$ cat src/sv/tcd_pkg.sv
`timescale 1ns / 1ps
// Shared constants, codes and types of the threshold crossing discriminator.
package tcd_pkg;

	localparam int SAMPLE_BITS   = 16;
	localparam int FRAME_SAMPLES = 8192;
	localparam int BIN_BITS      = $clog2(FRAME_SAMPLES);
	localparam int FRACTION_BITS = 8;
	localparam int FRAC_OUT_BITS = FRACTION_BITS + 1;
	localparam int DIFF_BITS     = SAMPLE_BITS + 1;
	localparam int STEP_BITS     = $clog2(FRAC_OUT_BITS);

	localparam logic [BIN_BITS-1:0] BIN_LAST = BIN_BITS'(FRAME_SAMPLES - 1);
	localparam logic [STEP_BITS-1:0] STEP_LAST = STEP_BITS'(FRAC_OUT_BITS - 1);

	// Queue between the classifier and the divider.
	localparam int FIFO_DEPTH     = 4;
	localparam int FIFO_PTR_BITS  = $clog2(FIFO_DEPTH);
	localparam int FIFO_CNT_BITS  = $clog2(FIFO_DEPTH + 1);

	// Register map.
	localparam int ADDR_BITS = 3;
	localparam int DATA_BITS = 32;
	localparam logic REG_LEADING  = 1'b0;
	localparam logic REG_TRAILING = 1'b1;
	localparam logic signed [SAMPLE_BITS-1:0] THRESHOLD_RESET = SAMPLE_BITS'(7);

	// Edge codes.
	localparam logic EDGE_LEADING  = 1'b0;
	localparam logic EDGE_TRAILING = 1'b1;

	// One found crossing waiting for its interpolation.
	typedef struct packed {
		logic                 edge_kind;
		logic [BIN_BITS-1:0]  bin;
		logic [DIFF_BITS-1:0] num;
		logic [DIFF_BITS-1:0] den;
	} crossing_job_t;

endpackage

$ cat src/sv/threshold_crossing_discriminator.sv
`timescale 1ns / 1ps
// Top level of the threshold crossing discriminator with its register port.
//
// The sample channel (sample_valid/sample_ready, sample, first_of_frame) takes
// one waveform sample per transfer. The result channel (result_valid/
// result_ready, edge_kind, crossing_bin, crossing_fraction) gives one transfer
// for each leading or trailing threshold crossing found.
// Samples without a crossing are absorbed at one per cycle while the queue
// is not full. A crossing is placed into a four-entry job queue; the divider
// then picks it up and produces the 9-bit fraction, one quotient bit per
// cycle, except that the last step waits for a free output register. It
// takes the next crossing only after finishing the current one.
// When the receiver stalls, the finished result waits in the output register,
// the divider holds on its last step, the queue fills, and only then is
// sample_ready dropped.
// Reset clears the frame state, the queue and the output register and sets both
// thresholds to 7. The first sample after reset starts a frame. Thresholds
// are written through the APB-style port at byte addresses 0 and 4.
module threshold_crossing_discriminator (
	input  logic                                   clk,
	input  logic                                   arst_n,
	input  logic                                   psel,
	input  logic                                   penable,
	input  logic                                   pwrite,
	input  logic [tcd_pkg::ADDR_BITS-1:0]          paddr,
	input  logic [tcd_pkg::DATA_BITS-1:0]          pwdata,
	output logic [tcd_pkg::DATA_BITS-1:0]          prdata,
	output logic                                   pready,
	input  logic                                   sample_valid,
	output logic                                   sample_ready,
	input  logic signed [tcd_pkg::SAMPLE_BITS-1:0] sample,
	input  logic                                   first_of_frame,
	output logic                                   result_valid,
	input  logic                                   result_ready,
	output logic                                   edge_kind,
	output logic [tcd_pkg::BIN_BITS-1:0]           crossing_bin,
	output logic [tcd_pkg::FRAC_OUT_BITS-1:0]      crossing_fraction
);
	import tcd_pkg::*;

	logic signed [SAMPLE_BITS-1:0] lead_thr_q;
	logic signed [SAMPLE_BITS-1:0] trail_thr_q;
	logic                          reg_sel;
	logic                          reg_write;

	logic                          job_push;
	logic                          job_full;
	logic                          job_pop;
	logic                          job_avail;
	crossing_job_t                 new_job;
	crossing_job_t                 head_job;

	// The register port always completes in its access cycle. Only the word
	// address bit selects a register.
	assign pready    = 1'b1;
	assign reg_sel   = paddr[2];
	assign reg_write = psel && penable && pwrite;

	always_ff @(posedge clk or negedge arst_n) begin
		if (!arst_n) begin
			lead_thr_q  <= THRESHOLD_RESET;
			trail_thr_q <= THRESHOLD_RESET;
		end else if (reg_write) begin
			case (reg_sel)
				REG_LEADING:  lead_thr_q  <= pwdata[SAMPLE_BITS-1:0];
				REG_TRAILING: trail_thr_q <= pwdata[SAMPLE_BITS-1:0];
				default:      lead_thr_q  <= lead_thr_q;
			endcase
		end
	end

	// Reads return the stored 16-bit pattern in the low half of the word.
	always_comb begin
		case (reg_sel)
			REG_LEADING:  prdata = DATA_BITS'($unsigned(lead_thr_q));
			REG_TRAILING: prdata = DATA_BITS'($unsigned(trail_thr_q));
			default:      prdata = '0;
		endcase
	end

	// Front end: frames and crossings, one sample per cycle while queue has room.
	tcd_front u_front (
		.clk                (clk),
		.arst_n             (arst_n),
		.sample_valid       (sample_valid),
		.sample_ready       (sample_ready),
		.sample             (sample),
		.first_of_frame     (first_of_frame),
		.leading_threshold  (lead_thr_q),
		.trailing_threshold (trail_thr_q),
		.job_full           (job_full),
		.job_push           (job_push),
		.job                (new_job)
	);

	// Queue that lets the front end run ahead of the divider.
	tcd_fifo u_fifo (
		.clk       (clk),
		.arst_n    (arst_n),
		.push      (job_push),
		.push_job  (new_job),
		.full      (job_full),
		.pop       (job_pop),
		.not_empty (job_avail),
		.head_job  (head_job)
	);

	// Back end: interpolation of the crossing position.
	tcd_divider u_divider (
		.clk               (clk),
		.arst_n            (arst_n),
		.job_valid         (job_avail),
		.job               (head_job),
		.job_take          (job_pop),
		.result_valid      (result_valid),
		.result_ready      (result_ready),
		.edge_kind         (edge_kind),
		.crossing_bin      (crossing_bin),
		.crossing_fraction (crossing_fraction)
	);

endmodule

$ cat src/sv/tcd_front.sv
`timescale 1ns / 1ps
// Front end: accepts samples, tracks frame state and finds threshold crossings.
module tcd_front (
	input  logic                                  clk,
	input  logic                                  arst_n,
	input  logic                                  sample_valid,
	output logic                                  sample_ready,
	input  logic signed [tcd_pkg::SAMPLE_BITS-1:0] sample,
	input  logic                                  first_of_frame,
	input  logic signed [tcd_pkg::SAMPLE_BITS-1:0] leading_threshold,
	input  logic signed [tcd_pkg::SAMPLE_BITS-1:0] trailing_threshold,
	input  logic                                  job_full,
	output logic                                  job_push,
	output tcd_pkg::crossing_job_t                job
);
	import tcd_pkg::*;

	logic signed [SAMPLE_BITS-1:0] prev_q;
	logic                          armed_q;
	logic [BIN_BITS-1:0]           bin_q;
	logic                          have_prev_q;

	logic                          accept;
	logic                          start;
	logic                          lead_hit;
	logic                          trail_hit;
	logic signed [DIFF_BITS-1:0]   prev_x;
	logic signed [DIFF_BITS-1:0]   cur_x;
	logic signed [DIFF_BITS-1:0]   tl_x;
	logic signed [DIFF_BITS-1:0]   tt_x;

	assign sample_ready = !job_full;
	assign accept       = sample_valid && sample_ready;
	assign start        = first_of_frame || !have_prev_q;

	assign prev_x = DIFF_BITS'(prev_q);
	assign cur_x  = DIFF_BITS'(sample);
	assign tl_x   = DIFF_BITS'(leading_threshold);
	assign tt_x   = DIFF_BITS'(trailing_threshold);

	assign lead_hit  = !armed_q && (prev_q < leading_threshold) && (sample >= leading_threshold);
	assign trail_hit = armed_q && (prev_q > trailing_threshold) && (sample <= trailing_threshold);

	always_comb begin
		job.bin = bin_q;
		if (armed_q) begin
			job.edge_kind = EDGE_TRAILING;
			job.num       = DIFF_BITS'(prev_x - tt_x);
			job.den       = DIFF_BITS'(prev_x - cur_x);
		end else begin
			job.edge_kind = EDGE_LEADING;
			job.num       = DIFF_BITS'(tl_x - prev_x);
			job.den       = DIFF_BITS'(cur_x - prev_x);
		end
	end

	assign job_push = accept && !start && (lead_hit || trail_hit);

	always_ff @(posedge clk or negedge arst_n) begin
		if (!arst_n) begin
			prev_q      <= '0;
			armed_q     <= 1'b0;
			bin_q       <= '0;
			have_prev_q <= 1'b0;
		end else if (accept) begin
			prev_q      <= sample;
			have_prev_q <= 1'b1;
			if (start) begin
				armed_q <= 1'b0;
				bin_q   <= '0;
			end else begin
				if (lead_hit || trail_hit) begin
					armed_q <= !armed_q;
				end
				if (bin_q != BIN_LAST) begin
					bin_q <= bin_q + 1'b1;
				end
			end
		end
	end

endmodule

$ cat src/sv/tcd_fifo.sv
`timescale 1ns / 1ps
// Short queue of crossing jobs between the front end and the divider.
module tcd_fifo (
	input  logic                   clk,
	input  logic                   arst_n,
	input  logic                   push,
	input  tcd_pkg::crossing_job_t push_job,
	output logic                   full,
	input  logic                   pop,
	output logic                   not_empty,
	output tcd_pkg::crossing_job_t head_job
);
	import tcd_pkg::*;

	crossing_job_t              slots_q [FIFO_DEPTH];
	logic [FIFO_PTR_BITS-1:0]   wr_ptr_q;
	logic [FIFO_PTR_BITS-1:0]   rd_ptr_q;
	logic [FIFO_CNT_BITS-1:0]   count_q;
	logic                       do_push;
	logic                       do_pop;

	assign full      = (count_q == FIFO_CNT_BITS'(FIFO_DEPTH));
	assign not_empty = (count_q != '0);
	assign head_job  = slots_q[rd_ptr_q];
	assign do_push   = push && !full;
	assign do_pop    = pop && not_empty;

	always_ff @(posedge clk) begin
		if (do_push) begin
			slots_q[wr_ptr_q] <= push_job;
		end
	end

	always_ff @(posedge clk or negedge arst_n) begin
		if (!arst_n) begin
			wr_ptr_q <= '0;
			rd_ptr_q <= '0;
			count_q  <= '0;
		end else begin
			if (do_push) begin
				wr_ptr_q <= wr_ptr_q + 1'b1;
			end
			if (do_pop) begin
				rd_ptr_q <= rd_ptr_q + 1'b1;
			end
			if (do_push && !do_pop) begin
				count_q <= count_q + 1'b1;
			end else if (do_pop && !do_push) begin
				count_q <= count_q - 1'b1;
			end
		end
	end

endmodule

$ cat src/sv/tcd_divider.sv
`timescale 1ns / 1ps
// Back end: restoring divider, one fraction bit per cycle; full output reg holds the last.
module tcd_divider (
	input  logic                                 clk,
	input  logic                                 arst_n,
	input  logic                                 job_valid,
	input  tcd_pkg::crossing_job_t               job,
	output logic                                 job_take,
	output logic                                 result_valid,
	input  logic                                 result_ready,
	output logic                                 edge_kind,
	output logic [tcd_pkg::BIN_BITS-1:0]         crossing_bin,
	output logic [tcd_pkg::FRAC_OUT_BITS-1:0]    crossing_fraction
);
	import tcd_pkg::*;

	localparam logic ST_IDLE = 1'b0;
	localparam logic ST_DIV  = 1'b1;

	logic                     state_q;
	logic [DIFF_BITS-1:0]     rem_q;
	logic [DIFF_BITS-1:0]     den_q;
	logic [FRAC_OUT_BITS-1:0] quo_q;
	logic [STEP_BITS-1:0]     step_q;
	logic                     kind_q;
	logic [BIN_BITS-1:0]      bin_q;

	logic                     out_valid_q;
	logic                     out_kind_q;
	logic [BIN_BITS-1:0]      out_bin_q;
	logic [FRAC_OUT_BITS-1:0] out_frac_q;

	logic [DIFF_BITS:0]       diff;
	logic                     ge;
	logic [DIFF_BITS-1:0]     rem_kept;
	logic                     out_free;
	logic                     advance;
	logic                     finish;

	assign diff     = {1'b0, rem_q} - {1'b0, den_q};
	assign ge       = !diff[DIFF_BITS];
	assign rem_kept = ge ? diff[DIFF_BITS-1:0] : rem_q;
	assign out_free = !out_valid_q || result_ready;
	assign advance  = (state_q == ST_DIV) && ((step_q != '0) || out_free);
	assign finish   = advance && (step_q == '0);
	assign job_take = (state_q == ST_IDLE) && job_valid;

	always_ff @(posedge clk) begin
		if (job_take) begin
			rem_q  <= job.num;
			den_q  <= job.den;
			kind_q <= job.edge_kind;
			bin_q  <= job.bin;
			quo_q  <= '0;
		end else if (advance) begin
			rem_q <= {rem_kept[DIFF_BITS-2:0], 1'b0};
			quo_q <= {quo_q[FRAC_OUT_BITS-2:0], ge};
		end
		if (finish) begin
			out_kind_q <= kind_q;
			out_bin_q  <= bin_q;
			out_frac_q <= {quo_q[FRAC_OUT_BITS-2:0], ge};
		end
	end

	always_ff @(posedge clk or negedge arst_n) begin
		if (!arst_n) begin
			state_q     <= ST_IDLE;
			step_q      <= '0;
			out_valid_q <= 1'b0;
		end else begin
			case (state_q)
				ST_IDLE: begin
					if (job_take) begin
						state_q <= ST_DIV;
						step_q  <= STEP_LAST;
					end
				end
				ST_DIV: begin
					if (finish) begin
						state_q <= ST_IDLE;
					end else if (advance) begin
						step_q <= step_q - 1'b1;
					end
				end
				default: begin
					state_q <= ST_IDLE;
				end
			endcase
			if (finish) begin
				out_valid_q <= 1'b1;
			end else if (result_ready) begin
				out_valid_q <= 1'b0;
			end
		end
	end

	assign result_valid      = out_valid_q;
	assign edge_kind         = out_kind_q;
	assign crossing_bin      = out_bin_q;
	assign crossing_fraction = out_frac_q;

endmodule
$ cat config.mk
export PLATFORM = sky130hd
export DESIGN_NAME = threshold_crossing_discriminator
export DESIGN_NICKNAME = d
export VERILOG_FILES = /design/src/sv/tcd_pkg.sv /design/src/sv/threshold_crossing_discriminator.sv /design/src/sv/tcd_front.sv /design/src/sv/tcd_fifo.sv /design/src/sv/tcd_divider.sv
export SDC_FILE = /design/constraint.sdc
export NUM_CORES = 1
export LEC_CHECK = 0
export BUFFER_PORTS_ARGS = -buffer_cell sky130_fd_sc_hd__buf_2
export CAP_MARGIN = 30
export CORE_MARGIN = 2
export CORE_UTILIZATION = 40
export CTS_CLUSTER_DIAMETER = 60
export DETAILED_ROUTE_END_ITERATION = 8
export PLACE_DENSITY = 0.6
export RECOVER_POWER = 50
export SETUP_SLACK_MARGIN = 0.4
export SYNTH_ARGS = -nofsm -noshare
export SYNTH_HDL_FRONTEND = slang
export SYNTH_SLANG_ARGS = --single-unit
$ cat constraint.sdc
create_clock -name clk -period 3 [get_ports clk]
set_input_delay 0.45 -clock clk [delete_from_list [all_inputs] [get_ports clk]]
set_output_delay 0.45 -clock clk [all_outputs]
set_load 0.05 [all_outputs]
==> impl_metrics.py, run 1 <==
metrics = {
    "cts": {
        "cts_made_buffers": 40,
        "cts.path.max_buffers": 3,
        "h-tree-depth": 2,
        "cts_tree": "built",
        "cts_root_buf": "clkbuf_16",
        "cts_sinks": 347,
        "clkSlewWorstSetupHoldPaths_ns": 0.06,
        "insertion_delay_ns": 0.56,
    },
    "pwr": {
        "leakage_nw": 9.49,
        "ir_drop_v": 0.000527,
        "powerDensity_mw_per_mm2": 1060,
    },
    "global_routing": {
        "antenna_found_initial": 0,
        "overflow": 0,
        "grt_use_total_pct": 17.4,
        "grt_max_degree": 43,
        "grt_pass1_vias": 12400,
        "grt_pass1_wl_um": 64500,
    },
    "setup_path": {
        "cp_data_required_time_ns": 3.25,
        "crit_buf_inv": 5,
        "end_kind": "register",
        "worstSetupPathType": "reg -> reg",
        "start_kind": "register",
        "critPathArrivalTime_ns": 3.45,
        "critPathTopFamily": "compound AO/OA/AOI/OAI gates",
        "slowest_stage": "dfstp_2",
        "slowest_delay_ns": 0.55,
        "cp_max_fo": 7,
        "cp_common_cell": "buf_4",
        "crit_chain": "inv_2, ha_4, nor2b_4, o211ai_1, a2111o_1, o2111ai_2, mux2_4, o2111ai_4, a21oi_4, buf_4, buf_6, and2_4, buf_4, buf_12",
    },
    "synthesis": {
        "syn_avg_cell_area_sq_um": 12.5,
        "synth_cells": 1437,
        "ys.flop_type": "edfxtp_1",
        "synth-seq-cells": 347,
        "yosysSeqAreaShare_pct": 55.4,
        "synth_async_sr_flop_share_pct": 21.9,
        "synth_top_area_share_pct": 43.9,
        "yosys.area.top_type": "edfxtp_1",
        "syn_area_sq_mm": 0.0180,
        "synth_edf_count": 263,
        "synth_area_leaders": "edfxtp_1, dfrtp_1, ha_1",
        "ys_types": 74,
        "yosysWarnings": 0,
    },
    "placed_design": {
        "place_inst": 2257,
        "gp_congestion": 0.915,
        "placed_cell_area_sq_mm": 0.0206,
        "numPortBuffers": 81,
        "hpwl_um": 29900,
    },
    "timing": {
        "min_period_ns": 3.20,
        "rsz0062_at_grt": "true",
        "fin_worst_skew_ns": 0.0345,
        "setup_slack_ns": -0.198,
        "max_freq_mhz": 313,
        "tightest_slew_ns": 1.27,
        "finalHoldViolCount": 0,
        "slew_headroom_pct": 15.2,
        "fin_hold_ws_ns": 0.143,
        "timing.final.crit_share_pct": 107,
        "slew_violations": 0,
        "finalSetupViolCount": 194,
    },
    "run": {
        "cap_violations": 0,
    },
    "floorplanning": {
        "die-area_sq_mm": 0.0467,
        "io_pins": 117,
        "placementRows": 77,
        "die_h_um": 216,
        "die_w_um": 216,
        "initial_core_util_pct": 40.6,
        "core_area_sq_mm": 0.0443,
    },
    "min_path": {
        "hold_class": "in -> reg",
    },
    "status": {
        "violations": "negative setup slack",
        "status": "complete, but fails checks",
    },
    "final_layout": {
        "n_antenna_cell": 0,
        "drive_above_1_share_pct": 34.2,
        "final_cells": 2396,
        "fill_cells": 3783,
        "fin_nets": 1958,
        "area_growth_pct": 29.8,
        "final_cell_area_sq_mm": 0.0234,
    },
    "route": {
        "drcViolationCount": 0,
        "ant_nets": 0,
        "wl_um": 42800,
        "wl_met3_um": 1590,
        "wl_per_cell_um": 17.9,
        "firstDrtPassIters": 7,
        "dr_wl_met2_um": 20800,
        "wl_met1_um": 19200,
        "routed.top_layer": "met4",
        "drt_iter0_markers": 683,
        "vias_per_cell": 5.19,
        "vias": 12400,
    },
}
[worst register-to-register path, delay by kind of cell (launching register included)]
kind,cells,cell delay [ns]
multiplexers,1,0.22
AND/OR/NAND/NOR,2,0.32
flip-flops,1,0.55
adder cells (fa/ha/maj),1,0.26
buffers and inverters,5,0.56
AO/OA/AOI/OAI,5,0.99
[flip-flops by register name, summed over array words and instances (netlist names), 9 cells and up]
signal and flops:
u_divider.crossing_bin 13, u_divider.rem_q 17, u_front.prev_q 16, u_divider.bin_q 13, u_front.bin_q 13, u_divider.crossing_fraction 9, u_fifo.slots_q 192, lead_thr_q 16
trail_thr_q 16, u_divider.den_q 17
[Yosys cell counts (15+ instances only)]
| master | count |
|---|---|
| a21o_1 | 33 |
| a21oi_1 | 71 |
| a31oi_1 | 15 |
| buf_4 | 18 |
| clkbuf_1 | 31 |
| dfrtp_1 | 70 |
| edfxtp_1 | 263 |
| ha_1 | 120 |
| inv_1 | 116 |
| mux2_2 | 34 |
| mux2i_1 | 19 |
| mux4_2 | 48 |
| nand2_1 | 96 |
| nand2b_1 | 16 |
| nand3_1 | 37 |
| nand4_1 | 24 |
| nor2_1 | 77 |
| nor2b_1 | 20 |
| nor3_1 | 19 |
| o21ai_0 | 80 |
| xnor2_1 | 27 |
| xor2_1 | 32 |
[routing by layer]
| metal | vias to the layer above | global-route usage, % |
|---|---|---|
| met5 | - | 0 |
| met4 | 0 | 5.73 |
| met3 | 70 | 2.34 |
| met2 | 279 | 29.3 |
| met1 | 6083 | 23.3 |
| li1 | 6004 | - |
[cell usage in the layout, fill, tap and decap left out, types with 16 or more instances in the layout]
master / instances
a21o_1: 33
a21oi_1: 61
buf_2: 80
buf_4: 208
buf_6: 23
clkbuf_16: 49
conb_1: 17
dfrtp_1: 66
edfxtp_1: 263
ha_1: 103
ha_4: 17
inv_1: 107
mux2_2: 32
mux2i_1: 17
mux4_2: 48
nand2_1: 94
nand2b_1: 16
nand3_1: 31
nand4_1: 24
nor2_1: 71
o21ai_0: 64
xnor2_1: 25
xor2_1: 32
[cell type report]
| class | count | area, sq um | share of cell area (%) |
|---|---|---|---|
| Clock inverter | 22 | 208 | 0.889 |
| Inverter | 117 | 442 | 1.89 |
| Sequential cell | 347 | 9970 | 42.7 |
| Timing Repair Buffer | 342 | 2840 | 12.2 |
| Multi-Input combinational cell | 925 | 8090 | 34.6 |
| Tap cell | 592 | 741 | 3.17 |
| Clock buffer | 51 | 1060 | 4.55 |
[through the flow]
stage / power (mW) / setup WS [ns] / util, % / TNS, ns
after CTS: 22.8 / -0.220 / 49.9 / -30.27
final: 24.8 / -0.198 / 52.7 / -27.62
after global routing: 26.4 / -0.297 / 52.7 / -42.08
after global placement: 17.7 / -0.334 / 46.4 / -39.57
after detailed placement: 18.0 / -0.322 / 46.4 / -37.42
after floorplan: 14.3 / -0.139 / - / -0.262
[path summary, 6_finish.rpt]
path                                         start                        end  slack, ns  cells after the start
worst min-delay path                    pwdata[11]            trail_thr_q[11]       0.14                      2
worst max-delay path                 lead_thr_q[1]      u_fifo.slots_q[3][18]      -0.20                     14
worst min register to register  u_divider.bin_q[9]  u_divider.crossing_bin[9]       0.41                      0
max in group asynchronous                   arst_n         u_fifo.rd_ptr_q[0]       1.37                      2
min in group asynchronous                   arst_n           u_front.bin_q[8]       0.70                      2
worst max register to register       lead_thr_q[1]      u_fifo.slots_q[3][18]      -0.20                     14
[what timing repair did]
action,CTS,global route
gates resized for setup,34,144
hold buffers,1,0
pin swaps,23,84
gates cloned,1,14
endpoints found under the hold margin,41,0
endpoints found under the setup margin,293,307
buffers inserted,14,36
[cell families (layout without fill, tap and decap cells)]
kind of cell    Yosys count  after routing  synth area share [%]
flops                   347            347                  55.4
simple gates            323            324                  8.59
compound gates          297            297                  10.6
buf+inv                 181            532                  4.21
fa+ha+maj               126            126                  9.01
mux                     102            102                  9.27
xor+xnor                 59             59                  2.87
other cells               2             17                0.0417
[power breakdown]
group | leakage, nW | switching (mW) | total, mW | internal (mW)
registers | 3.38 | 0.658 | 7.58 | 6.92
clock network | 0.623 | 1.98 | 4.63 | 2.65
logic | 5.49 | 6.63 | 12.5 | 5.92
(Power assumes the default switching activity.)
==> inputs of run 2 (changes only) <==
--- a/config.mk
+++ b/config.mk
@@ -5,7 +5,7 @@
 export SDC_FILE = /design/constraint.sdc
 export NUM_CORES = 1
 export LEC_CHECK = 0
-export BUFFER_PORTS_ARGS = -buffer_cell sky130_fd_sc_hd__buf_2
+export BUFFER_PORTS_ARGS = -buffer_cell sky130_fd_sc_hd__clkbuf_2
 export CAP_MARGIN = 30
 export CORE_MARGIN = 2
 export CORE_UTILIZATION = 40
==> run 2 against run 1 <==
Compared with the run above: the run ends with max-capacitance violations, max-slew violations, negative setup slack left; sequential power about the same; die area unchanged; critical path depth down 1; clock skew down 0.015 ns; cell count up 0.33%; wire length up 0.20%; global-route usage up 0.60 points; maximum frequency down 0.85%; setup slack worse by 0.027 ns; via count down 0.24%; utilization up 0.27 points; sequential cell count unchanged.
==> impl_metrics.py, run 2 (synthesis results as in run 1) <==
metrics = {
    "status": {
        "status": "complete, but fails checks",
        "violations": "max-capacitance violations, max-slew violations, negative setup slack",
    },
    "floorplanning": {
        "placementRows": 77,
        "die-area_sq_mm": 0.0467,
        "io_pins": 117,
        "core_area_sq_mm": 0.0443,
        "die_w_um": 216,
        "initial_core_util_pct": 40.6,
        "die_h_um": 216,
    },
    "final_layout": {
        "area_growth_pct": 30.4,
        "final_cell_mix": "edfxtp_1, buf_4, inv_1",
        "drive_above_1_share_pct": 33.7,
        "fin_nets": 1967,
        "n_antenna_cell": 0,
        "final_cell_area_sq_mm": 0.0235,
        "ff_latch_area_sq_mm": 0.00997,
        "largest_reg_flops": 192,
        "fill_cells": 3755,
        "fin_util_pct": 53.0,
        "final_common_cell": "edfxtp_1",
        "multi_input_area_sq_mm": 0.00818,
        "largest_register": "u_fifo.slots_q",
        "reg_top3": "u_fifo.slots_q: 192 flops, u_divider.den_q: 17 flops, u_divider.rem_q: 17 flops",
        "final_cells": 2404,
    },
    "setup_path": {
        "cp_max_fo": 2,
        "end_kind": "register",
        "cp_data_required_time_ns": 3.43,
        "worstSetupPathType": "reg -> reg",
        "r2r_cells": 13,
        "reg2reg_slack_ns": -0.23,
        "start_kind": "register",
        "r2r_end": "u_fifo.count_q[1]",
        "critPathArrivalTime_ns": 3.65,
        "r2r_start": "lead_thr_q[1]",
    },
    "timing": {
        "min_period_ns": 3.23,
        "setup_slack_ns": -0.226,
        "tightest_slew_ns": 1.52,
        "fin_worst_skew_ns": 0.0195,
        "timing.final.crit_share_pct": 108,
        "slew_headroom_pct": -1.34,
        "finalSetupViolCount": 212,
        "slew_violations": 37,
        "rsz0062_at_grt": "true",
        "finalHoldViolCount": 0,
        "max_freq_mhz": 310,
    },
    "global_routing": {
        "antenna_found_initial": 1,
        "overflow": 0,
        "grt_max_degree": 45,
        "grt_pass1_vias": 12500,
        "grt_pass1_wl_um": 66500,
        "grt_use_total_pct": 18.0,
    },
    "placed_design": {
        "place_inst": 2259,
        "hpwl_um": 29600,
        "placed_cell_area_sq_mm": 0.0206,
        "gp_congestion": 0.931,
        "numPortBuffers": 81,
    },
    "pwr": {
        "ir_drop_v": 0.000470,
        "p_comb_share_pct": 51.4,
        "internal-power_mw": 15.7,
        "p_clk_share_pct": 18.4,
        "p_sw_share_pct": 37.3,
        "leakage_nw": 9.47,
        "p_seq_share_pct": 30.2,
        "power.switching_mw": 9.34,
        "powerDensity_mw_per_mm2": 1070,
    },
    "cts": {
        "h-tree-depth": 2,
        "cts_tree": "built",
        "cts_root_buf": "clkbuf_16",
        "cts.path.max_buffers": 3,
        "insertion_delay_ns": 0.55,
        "cts_made_buffers": 39,
        "cts_sinks": 347,
        "clkSlewWorstSetupHoldPaths_ns": 0.06,
    },
    "route": {
        "vias_per_cell": 5.16,
        "wl_per_cell_um": 17.8,
        "wl_um": 42900,
        "drt_iter0_markers": 609,
        "vias": 12400,
        "drcViolationCount": 0,
        "firstDrtPassIters": 5,
        "ant_nets": 0,
    },
    "min_path": {
        "min_delay_worst_endpoint": "lead_thr_q[12]",
        "hold_depth": 2,
        "min-delay-start": "pwdata[12]",
        "hold_class": "in -> reg",
    },
    "run": {
        "cap_violations": 1,
    },
}
## run 2: cell types whose count changed in the layout (fill, tap and decap cells not counted), moves of 7 or more
cell,previous run,this run
buf_2,80,0
clkbuf_2,1,57
clkbuf_1,9,37
buf_4,208,215
## run 2: worst max path at each step
stage                       start                end  slack (ns)  cells past startpoint
floorplan           lead_thr_q[1]  u_fifo.count_q[2]       -0.14                     15
global placement       sample[13]  u_fifo.count_q[2]       -0.32                     16
detailed placement     sample[13]  u_fifo.count_q[2]       -0.42                     16
CTS                 lead_thr_q[1]  u_fifo.count_q[1]       -0.19                     13
global route        lead_thr_q[1]  u_fifo.count_q[2]       -0.29                     15
finish              lead_thr_q[1]  u_fifo.count_q[1]       -0.23                     13
## run 2: timing repair
| item | 4_1_cts | 5_1_grt |
|---|---|---|
| hold buffers | 1 | 0 |
| pin swaps | 65 | 49 |
| buffers inserted | 44 | 16 |
| endpoints found under the setup margin | 301 | 313 |
| endpoints found under the hold margin | 43 | 0 |
| gates resized for setup | 119 | 90 |
| gates cloned | 6 | 7 |
## run 2: cell type report
type | instances | share of cell area, %
Timing Repair Buffer | 352 | 12.3
Multi-Input combinational cell | 925 | 34.8
Tap cell | 592 | 3.16
Clock buffer | 52 | 4.62
Clock inverter | 19 | 0.778
Sequential cell | 347 | 42.5
Inverter | 117 | 1.89
## run 2: per-stage QoR
| stage | TNS [ns] | hold WS [ns] | worst slack (ns) | total power, mW |
|---|---|---|---|---|
| after floorplan | -0.262 | 0.154 | -0.139 | 14.3 |
| after global placement | -37.80 | 0.405 | -0.319 | 17.7 |
| after detailed placement | -57.38 | 0.406 | -0.418 | 17.9 |
| after CTS | -16.89 | 0.133 | -0.185 | 24.0 |
| after global routing | -46.01 | 0.141 | -0.290 | 26.6 |
| final | -27.90 | 0.154 | -0.226 | 25.0 |
## run 2: power by group through the flow
stage / Sequential, mW / Clock [mW] / Combinational [mW]
CTS: 7.57 / 4.73 / 11.7
floorplan: 7.53 / 0 / 6.80
detailed placement: 7.64 / 0 / 10.3
global placement: 7.61 / 0 / 10.1
finish: 7.56 / 4.60 / 12.8
global route: 7.69 / 4.92 / 14.0
## run 2: layer usage
layer	vias to the layer above	track usage [%]	wire (um)
li1	6018	-	-
met1	6049	23.9	19000
met2	252	29.9	20800
met3	87	2.29	1530
met4	0	7.37	1540
met5	-	0	0
## run 2: critical path, cell delays in order (launching register included)
cell and delay (ns):
dfstp_2 0.55, inv_2 0.05, ha_4 0.26, nor2b_4 0.12, o211ai_1 0.17, a2111o_1 0.43
o2111ai_2 0.09, mux2_4 0.35, o2111ai_4 0.09, a21oi_4 0.10, ha_4 0.17, inv_2 0.04
fa_2 0.41, mux2_4 0.27
